<file path="config.mk">
export PLATFORM = sky130hd
export DESIGN_NAME = obot_fifo
export DESIGN_NICKNAME = d
export VERILOG_FILES = /design/src/hdl/obot_pkg.sv /design/src/hdl/obot_fifo.sv
export SDC_FILE = /design/constraint.sdc
export NUM_CORES = 1
export LEC_CHECK = 0
export BUFFER_PORTS_ARGS = -buffer_cell sky130_fd_sc_hd__buf_2
export CAP_MARGIN = 20
export CORE_ASPECT_RATIO = 0.6
export CORE_MARGIN = 2
export CORE_UTILIZATION = 35
export CTS_CLUSTER_DIAMETER = 120
export DETAILED_ROUTE_END_ITERATION = 10
export PLACE_DENSITY = 0.66
export SLEW_MARGIN = 25
export SYNTH_ARGS = -nofsm -noshare
export SYNTH_HDL_FRONTEND = slang
export SYNTH_SLANG_ARGS = --single-unit
</file>
<file path="constraint.sdc">
create_clock -name clk -period 10.6 [get_ports clk]
set_clock_uncertainty 0.15 [all_clocks]
set_input_delay 0.53 -clock clk [delete_from_list [all_inputs] [get_ports clk]]
set_output_delay 0.53 -clock clk [all_outputs]
set_load 0.02 [all_outputs]
</file>
<file path="src/hdl/obot_pkg.sv">
// Shared types, constants and the sine table builder for the oriented box overlap test.
package obot_pkg;

	localparam int ANGLE_BITS = 12;
	localparam int COORD_BITS = 24;
	localparam int DIM_BITS   = 16;
	localparam int QUARTER    = 1 << (ANGLE_BITS - 2);
	localparam int IDX_W      = ANGLE_BITS - 1;
	localparam int MAG_W      = 15;
	localparam int TRIG_W     = 16;
	localparam int EXT_W      = TRIG_W + DIM_BITS + 1;
	localparam int CDOT_W     = COORD_BITS + TRIG_W + 1;
	localparam int EDOT_W     = EXT_W + TRIG_W + 1;
	localparam int SUM_W      = CDOT_W + 15 + 3;
	localparam int FIFO_DEPTH = 4;
	localparam int PTR_W      = 2;
	localparam int CNT_W      = 3;
	localparam logic [63:0] TWO_PI_Q30 = 64'd6746518852;

	typedef logic [MAG_W-1:0] sine_rom_t [0:QUARTER];

	// One box in corner units: centre, trig pair and the two half-edge vectors
	typedef struct packed {
		logic signed [COORD_BITS-1:0] cx;
		logic signed [COORD_BITS-1:0] cy;
		logic signed [TRIG_W-1:0]     cs;
		logic signed [TRIG_W-1:0]     sn;
		logic signed [EXT_W-1:0]      ux;
		logic signed [EXT_W-1:0]      uy;
		logic signed [EXT_W-1:0]      vx;
		logic signed [EXT_W-1:0]      vy;
		logic                         len_nz;
		logic                         wid_nz;
	} box_t;

	typedef struct packed {
		box_t veh;
		box_t obs;
	} pair_t;

	typedef struct packed {
		logic             empty;
		logic [CNT_W-1:0] count;
	} fifo_status_t;

	// Quarter-wave sine in Q14 from a truncated Taylor series in Q30
	function automatic sine_rom_t build_sine_rom();
		sine_rom_t          rom;
		logic [63:0]        x;
		logic [63:0]        t;
		logic signed [63:0] s;
		for (int q = 0; q <= QUARTER; q++) begin
			x = (64'(q) * TWO_PI_Q30) >> ANGLE_BITS;
			t = x;
			s = $signed(x);
			for (int n = 1; n <= 7; n++) begin
				t = (((t * x) >> 30) * x) >> 30;
				case (n)
					1: t = t / 64'd6;
					2: t = t / 64'd20;
					3: t = t / 64'd42;
					4: t = t / 64'd72;
					5: t = t / 64'd110;
					6: t = t / 64'd156;
					default: t = t / 64'd210;
				endcase
				if (n % 2 == 1) s = s - $signed(t);
				else s = s + $signed(t);
			end
			if (s < 0) s = 0;
			s = $signed(($unsigned(s) + 64'd32768) >> 16);
			if (s > 16384) s = 16384;
			rom[q] = s[MAG_W-1:0];
		end
		return rom;
	endfunction

	// Fold an angle into {negate, table index}
	function automatic logic [IDX_W:0] sine_addr(input logic [ANGLE_BITS-1:0] a);
		logic [IDX_W-1:0] r;
		logic [IDX_W-1:0] idx;
		r = {1'b0, a[ANGLE_BITS-3:0]};
		idx = a[ANGLE_BITS-2] ? (IDX_W'(QUARTER) - r) : r;
		return {a[ANGLE_BITS-1], idx};
	endfunction

endpackage

</file>
<file path="src/hdl/obot_fifo.sv">
// Short queue of box pairs between front and back end.
module obot_fifo (
	input  logic                   clk,
	input  logic                   arst_n,
	input  logic                   push,
	input  obot_pkg::pair_t        push_data,
	input  logic                   pop,
	output obot_pkg::pair_t        head,
	output obot_pkg::fifo_status_t status
);

	obot_pkg::pair_t                mem_q [obot_pkg::FIFO_DEPTH];
	logic [obot_pkg::PTR_W-1:0]     wr_q, rd_q;
	logic [obot_pkg::CNT_W-1:0]     count_q;

	// Track pointers and fill level
	always_ff @(posedge clk or negedge arst_n) begin
		if (!arst_n) begin
			wr_q    <= '0;
			rd_q    <= '0;
			count_q <= '0;
		end else begin
			if (push) wr_q <= wr_q + 1'b1;
			if (pop) rd_q <= rd_q + 1'b1;
			count_q <= count_q + obot_pkg::CNT_W'(push) - obot_pkg::CNT_W'(pop);
		end
	end

	// Store entries
	always_ff @(posedge clk) begin
		if (push) mem_q[wr_q] <= push_data;
	end

	assign head         = mem_q[rd_q];
	assign status.count = count_q;
	assign status.empty = count_q == '0;

endmodule

</file>
Word level (Yosys, flattened, before mapping)
Memory sizes are Yosys's and may differ from the RTL's.
Index checks and enable logic that the tools add are counted.
{"block": "word_totals", "mem_count": 1, "ram_bits": 1712, "output_inout_bits": 432, "register_bits": 7, "in_bits": 432}
{"memory": "mem_q", "words": 4, "width": 428, "read_ports": 1, "rd_clocked_by_memory_dff": 0, "write_ports": 1, "line_no": "obot_fifo.sv:12", "text": "obot_pkg::pair_t mem_q [obot_pkg::FIFO_DEPTH];"}
{"block": "classes", "mux": 2, "n_reduce_logical": 1, "add_sub_neg": 4}
{"cell": "2-bit by 1-bit adder with 2-bit output, second input constant", "n": 2}
{"cell": "3-bit by 1-bit adder with 3-bit output", "n": 1}
{"cell": "3-bit zero test", "n": 1}
{"cell": "3-bit by 1-bit subtractor with 3-bit output", "n": 1}
{"cell": "1-bit two-way mux", "n": 2}

Longest topological paths before layout
Gate-level depths: netlist of the first run.
{"block": "logic_depth", "depth_word": 2, "depth_mapped": 7, "depth_no_buf": 7}

Worst setup path before layout of the first run
OpenSTA, ideal clock, no wires.
{"block": "synth_timing", "path_kind": "flip-flop to flip-flop", "start": "register wr_q[0] in the netlist's numbering", "end": "memory mem_q[0][0] in the netlist's numbering, enable pin", "period_less_slack_ns": 11.268, "setup_ns": 0.845, "path_buffers": 0, "required_ns": 9.605, "setup_slack_ns": -0.668, "arrival_time_ns": 10.273, "stages_incl_launch_ff": 4, "cell_sequence": "dfrtp_1 -> inv_1 -> ha_1 -> and2_1"}
{"item": "start, declared", "line_no": "obot_fifo.sv:13", "text": "logic [obot_pkg::PTR_W-1:0] wr_q, rd_q;"}
{"item": "start signal, assigned", "line_no": "obot_fifo.sv:23", "text": "if (push) wr_q <= wr_q + 1'b1;"}
{"item": "end, declared", "line_no": "obot_fifo.sv:12"}
Straight into the memory's write port.

==> reports/metrics.cfg, run 1 <==
[status]
outcome = finished, final reports clean

[die]
fp.coreArea_mm2 = 0.178
die_y_um = 331
dieArea_mm2 = 0.182
die_w_um = 550
row_count = 120
floorplan.initialDensity = 0.351
ios = 864

[detailed_routing]
vias = 29500
wl_per_cell_um = 21.9
vias_per_cell = 4.77
postRouteAntennaNets = 0
first_pass_iters = 5
drtIter0Drc = 2455
routed_wl_um = 135000
drc = 0

[clock_tree]
holdBufCountCts = 432
cts_root_buffer = clkbuf_16
h-tree-depth = 4
cts_tree = yes
numCtsBuffers = 163
clock_sinks = 1719
clk_latency_ps = 760
cts_resized = 0
cts.path.max_buffers = 4
postCtsSetupBuffers = 0
cts.clk_slew.worst_paths_ps = 60

[layout]
final_area_mm2 = 0.0785
fin_cells = 6171
syn_to_final_growth_pct = 25.5
drive_gt1_frac = 0.408
fin_nets = 4108
fillerInstances = 14900

[setup_path]
r2r_setup_slack_ps = 6910
r2r_cells = 4
crit_fanout = 66
endpoint = head[150]
crit_chain = buf_4 > buf_4 > mux4_2 > buf_2
crit_path_start = rd_q[1]
required_ps = 9920
path_common_cell = buf_4
arrival_ps = 4340
cp-end-kind = primary output
rr_startpoint = wr_q[0]
cp_slowest_stage_delay_ps = 1120
critPathKind = reg2out
r2r-end = mem_q[3][61]
cp_slowest_cell = dfrtp_4
cp-start-kind = flip-flop

[sta]
hold_violations = 0
finalCriticalPeriod_ps = 5020
timing.fmax_ghz = 0.199
rsz0062_at_grt = no
worst_pin_slew_ps = 1120
min_period_over_period = 0.474
report.final.slew_viol_count = 0
fin_tns_setup_ps = 0
maxSlewHeadroom = 0.255
worst_slack_ps = 5580
setup_violations = 0

[place]
portBuffers = 863
post-place-cells = 5448
dp_slack_ps = 6340
gp_congestion = 0.762
dpl.hpwl_um = 81100
placed_area_mm2 = 0.0691

[synthesis]
ys.warnings.count = 0
netlist_area_mm2 = 0.0625
avgSynthCellArea_um2 = 27.6
ys_seq_area_frac = 0.825
synth.distinct_cells = 18
syn_nets = 2708
ys_seq_elements = 1719
syn_inst = 2269

[global_routing]
grt_usage = 0.145
grt.overflow.total = 0
grt_pass1_wl_um = 202000
antenna_found_initial = 19
grt_max_degree = 142
grt_pass1_vias = 31500

[hold_path]
hold_path_class = in2reg
holdPathStages = 2

[pwr]
power_mw = 21.6
powerDensity_mw_per_mm2 = 276
vdd_ir_drop_max_v = 0.000249
leakage_nw = 26.5

[run]
cap_violations = 0

## final cells by class
| type | count | area, um^2 | share of cell area |
|---|---|---|---|
| repair buffers | 1331 | 9120 | 0.116 |
| clock inverters | 76 | 613 | 0.00781 |
| multi-input cells | 448 | 9830 | 0.125 |
| clock buffers | 198 | 4270 | 0.0545 |
| inverters | 6 | 22.5 | 0.000287 |
| diodes | 14 | 35.0 | 0.000446 |
| well taps | 2379 | 2980 | 0.0379 |
| flip-flops and latches | 1719 | 51600 | 0.658 |
## Yosys cell counts
cell | n | area share
dfrtp_1 | 7 | 0.0028
buf_4 | 1 | 0.00012
fa_1 | 1 | 0.00032
mux4_2 | 428 | 0.15
xnor2_1 | 3 | 0.00042
edfxtp_1 | 1712 | 0.82
and2_1 | 4 | 0.00040
o21ai_0 | 1 | 0.000080
nand2_1 | 2 | 0.00012
buf_6 | 2 | 0.00036
buf_2 | 45 | 0.0036
nor3_1 | 1 | 0.000080
clkbuf_1 | 5 | 0.00030
ha_1 | 6 | 0.0012
buf_8 | 9 | 0.0022
inv_1 | 6 | 0.00036
buf_12 | 34 | 0.011
xor2_1 | 2 | 0.00028
## flip-flops by register name (all words and copies together), names as in the netlist
name     count
mem_q     1712
count_q      3
rd_q         2
wr_q         2
## metrics by stage
step | util | hold slack [ps]
2_1_floorplan | - | 84.4
3_3_place_gp | 0.388 | 233
3_5_place_dp | 0.389 | 244
4_1_cts | 0.440 | 271
5_1_grt | 0.441 | 300
6_report | 0.441 | 363
## kinds of logic after synthesis
family | count (synthesis) | share of synthesized area
flip-flops | 1719 | 0.825
multiplexers | 428 | 0.154
buffers and inverters | 102 | 0.0178
adder cells (fa/ha/maj) | 7 | 0.00152
AND/OR/NAND/NOR | 7 | 0.000600
XOR/XNOR | 5 | 0.000701
AO/OA/AOI/OAI | 1 | 0.0000800
## how the worst min path moves through the flow
stage | to | slack (ps) | startpoint
finish | mem_q[3][419] | 360 | push_data[419]
detailed placement | count_q[1] | 240 | arst_n
global placement | count_q[1] | 230 | arst_n
CTS | mem_q[3][326] | 270 | push_data[326]
global route | mem_q[0][416] | 300 | push_data[416]
floorplan | count_q[0] | 80 | arst_n
## cell usage in the layout, fill, tap and decap left out
| cell type | count |
|---|---|
| clkinv_1 | 35 |
| clkinv_8 | 1 |
| dlygate4sd3_1 | 432 |
| nand2_1 | 2 |
| and2_4 | 4 |
| clkbuf_1 | 32 |
| xnor2_1 | 3 |
| o21ai_0 | 1 |
| fa_1 | 1 |
| buf_2 | 863 |
| dfrtp_1 | 5 |
| buf_4 | 21 |
| dfrtp_4 | 2 |
| diode_2 | 14 |
| buf_12 | 10 |
| clkinv_2 | 19 |
| nor3_1 | 1 |
| inv_6 | 6 |
| xor2_1 | 2 |
| buf_6 | 1 |
| buf_16 | 4 |
| inv_1 | 6 |
| edfxtp_1 | 1712 |
| clkinvlp_4 | 4 |
| bufinv_16 | 9 |
| mux4_2 | 428 |
| ha_1 | 6 |
| clkbuf_16 | 166 |
| clkinv_4 | 2 |
## critical path, delay by kind of cell, from the launching register on
family                 cells  cell delay [ps]
DFF                        1             1120
buffers and inverters      3             1760
muxes                      1              430
## where the power goes
group	total, mW	internal [mW]	switching (mW)	leakage (nW)
registers	9.22	8.89	0.333	15.8
logic	6.94	2.71	4.24	8.30
clock network	5.47	3.08	2.39	2.38
## metal layers
metal / vias to the layer above / part of all wire / global-route usage
li1: 12700 / - / -
met1: 15500 / 0.40 / 0.188
met2: 1034 / 0.48 / 0.234
met3: 215 / 0.090 / 0.0490
met4: 14 / 0.021 / 0.0348
met5: - / 0.00063 / 0
(Power assumes the default switching activity.)
==> inputs of run 2 (changes only) <==
Clock period 10.6 ns to 4.4 ns, I/O delays scaled along.
==> reports/metrics.cfg, run 2 (same netlist as run 1, synthesis figures left out) <==
[setup_path]
cp_slowest_stage_delay_ps = 790  ; -330 ps
cp-start-kind = flip-flop
cp-end-kind = primary output
r2r_setup_slack_ps = 1860  ; -5050 ps
arrival_ps = 3100  ; -1240 ps
crit_fanout = 40  ; -39%
cp_slowest_cell = dfrtp_4
required_ps = 4030  ; -5890 ps
crit_chain = buf_12 > buf_12 > mux4_2 > buf_2
critPathKind = reg2out
path_common_cell = buf_12

[pwr]
power.switching_mw = 17.2  ; +150%
powerDensity_mw_per_mm2 = 661  ; +140%
swShare = 0.324  ; +0.00219
vdd_ir_drop_max_v = 0.000537  ; +120%
leakage_nw = 27.4  ; +3.6%
pwr-share-seq = 0.414  ; -0.012
pwr-share-clk = 0.253  ; about the same
p_int_mw = 36.0  ; +150%
p_comb_frac = 0.332  ; +0.011

[detailed_routing]
wl_met1_um = 58800  ; +7.7%
wl_per_cell_um = 22.4  ; +2.5%
drtIter0Drc = 2838  ; +16%
drc = 0  ; unchanged
wl_met2_um = 67900  ; +4.1%
first_pass_iters = 5  ; unchanged
vias = 30600  ; +4.0%
dr.max_layer_used = met5
dr_wl_met3_um = 12200  ; +0.55%
vias_per_cell = 4.82  ; +1.1%
postRouteAntennaNets = 0  ; unchanged
routed_wl_um = 142000  ; +5.5%

[die]
floorplan.initialDensity = 0.351  ; unchanged
row_count = 120  ; unchanged
ios = 864  ; unchanged
die_w_um = 550  ; unchanged
die_y_um = 331  ; unchanged
dieArea_mm2 = 0.182  ; unchanged
fp.coreArea_mm2 = 0.178  ; unchanged

[place]
dpl.hpwl_um = 89600  ; +10%
gp_congestion = 0.769  ; +0.83%
placed_area_mm2 = 0.0700  ; +1.2%
portBuffers = 863  ; unchanged

[clock_tree]
numCtsBuffers = 164  ; +0.61%
cts_tree = yes
h-tree-depth = 4  ; unchanged
cts.path.max_buffers = 4  ; unchanged
postCtsSetupBuffers = 0  ; unchanged
clk_latency_ps = 780  ; +20 ps
cts.clk_slew.worst_paths_ps = 60  ; about the same
clock_sinks = 1719  ; unchanged
cts_root_buffer = clkbuf_16

[sta]
min_period_over_period = 0.788
timing.fmax_ghz = 0.289
worst_pin_slew_ps = 1120  ; +1.97 ps
maxSlewHeadroom = 0.254  ; -0.00131
setup_violations = 0  ; unchanged
finalCriticalPeriod_ps = 3470
rsz0062_at_grt = no
hold_violations = 0  ; unchanged
fin_tns_setup_ps = 0  ; unchanged
report.final.slew_viol_count = 0  ; unchanged

[global_routing]
grt.overflow.total = 0  ; unchanged
grt_usage = 0.152  ; +0.00757
grt_max_degree = 124  ; -13%
grt_pass1_wl_um = 211000  ; +4.4%
grt_pass1_vias = 32300  ; +2.3%
antenna_found_initial = 15  ; -4

[hold_path]
hold_path_class = in2reg

[layout]
fillerInstances = 14700  ; -1.3%
largest_reg_flops = 1712  ; unchanged
final_common_cell = edfxtp_1
top_register = mem_q
final_cell_mix = edfxtp_1, buf_2, dlygate4sd3_1, mux4_2, clkbuf_16
fin_nets = 4286  ; +4.3%
drive_gt1_frac = 0.408  ; +0.000803
multi_input_area_mm2 = 0.00983  ; unchanged
reg_top3 = mem_q (1712), count_q (3)
final_area_mm2 = 0.0805  ; +2.5%
syn_to_final_growth_pct = 28.7
seq_area_mm2 = 0.0516  ; unchanged

[run]
cap_violations = 0  ; unchanged

[status]
outcome = finished, final reports clean

-- run 2: cell count changes in the layout (fill, tap and decap cells not counted), moves of 4 or more --
| cell | before | now |
|---|---|---|
| diode_2 | 14 | 9 |
| dlygate4sd3_1 | 432 | 545 |
| clkinv_2 | 19 | 26 |
| buf_16 | 4 | 0 |
| clkbuf_1 | 32 | 24 |
| buf_4 | 21 | 63 |
| buf_12 | 10 | 37 |
-- run 2: repair_timing --
action	in CTS	in global routing
gates resized for setup	0	0
hold buffers	545	0
endpoints found under the hold margin	1725	0
-- run 2: power by group through the flow --
stage          logic (mW)  registers, mW  clock network (mW)
6_report             17.7           22.0                13.5
5_1_grt              18.7           22.3                14.5
4_1_cts              17.9           22.1                13.8
3_5_place_dp         17.5           22.4                   0
3_3_place_gp         17.3           22.3                   0
2_1_floorplan        11.9           22.5                   0
-- run 2: per-stage QoR --
step / hold slack, ps / setup slack [ps] / util / power, mW / std cells
after floorplan: -226 / -1950 / - / 34.4 / 2269
after global placement: -72.7 / 1580 / 0.393 / 39.6 / 5514
after detailed placement: -68.1 / 1690 / 0.393 / 39.9 / 5515
after CTS: 0.100 / 809 / 0.452 / 53.8 / 6343
after global routing: 5.76 / 763 / 0.452 / 55.4 / 6350
final: 56.5 / 935 / 0.452 / 53.2 / 6352
-- run 2: worst max-delay path, delay by kind of cell, from the launching register on --
family / cells / cell delay (ps)
buffers and inverters: 3 / 770
DFF: 1 / 790
muxes: 1 / 590
-- run 2: per-layer routing --
metal	vias to the layer above	global-route usage
met5	-	0
met4	16	0.0388
met3	229	0.0496
met2	1151	0.240
met1	16100	0.204
li1	13100	-
-- run 2: area by class of cell --
class | instances | share of cell area
Timing Repair Buffer | 1508 | 0.137
Inverter | 6 | 0.000280
Antenna cell | 9 | 0.000280
Clock buffer | 192 | 0.0532
Tap cell | 2379 | 0.0370
Multi-Input combinational cell | 448 | 0.122
Clock inverter | 91 | 0.00927
Sequential cell | 1719 | 0.641
-- run 2: path summary, 6_finish.rpt --
path / start / endpoint / cells past startpoint
min in group asynchronous: arst_n / rd_q[1] / 3
max in group asynchronous: arst_n / rd_q[0] / 3
min: push_data[2] / mem_q[1][2] / 2
min reg2reg: wr_q[0] / wr_q[0] / 1
max: rd_q[0] / head[174] / 4
max reg2reg: wr_q[1] / mem_q[1][61] / 5
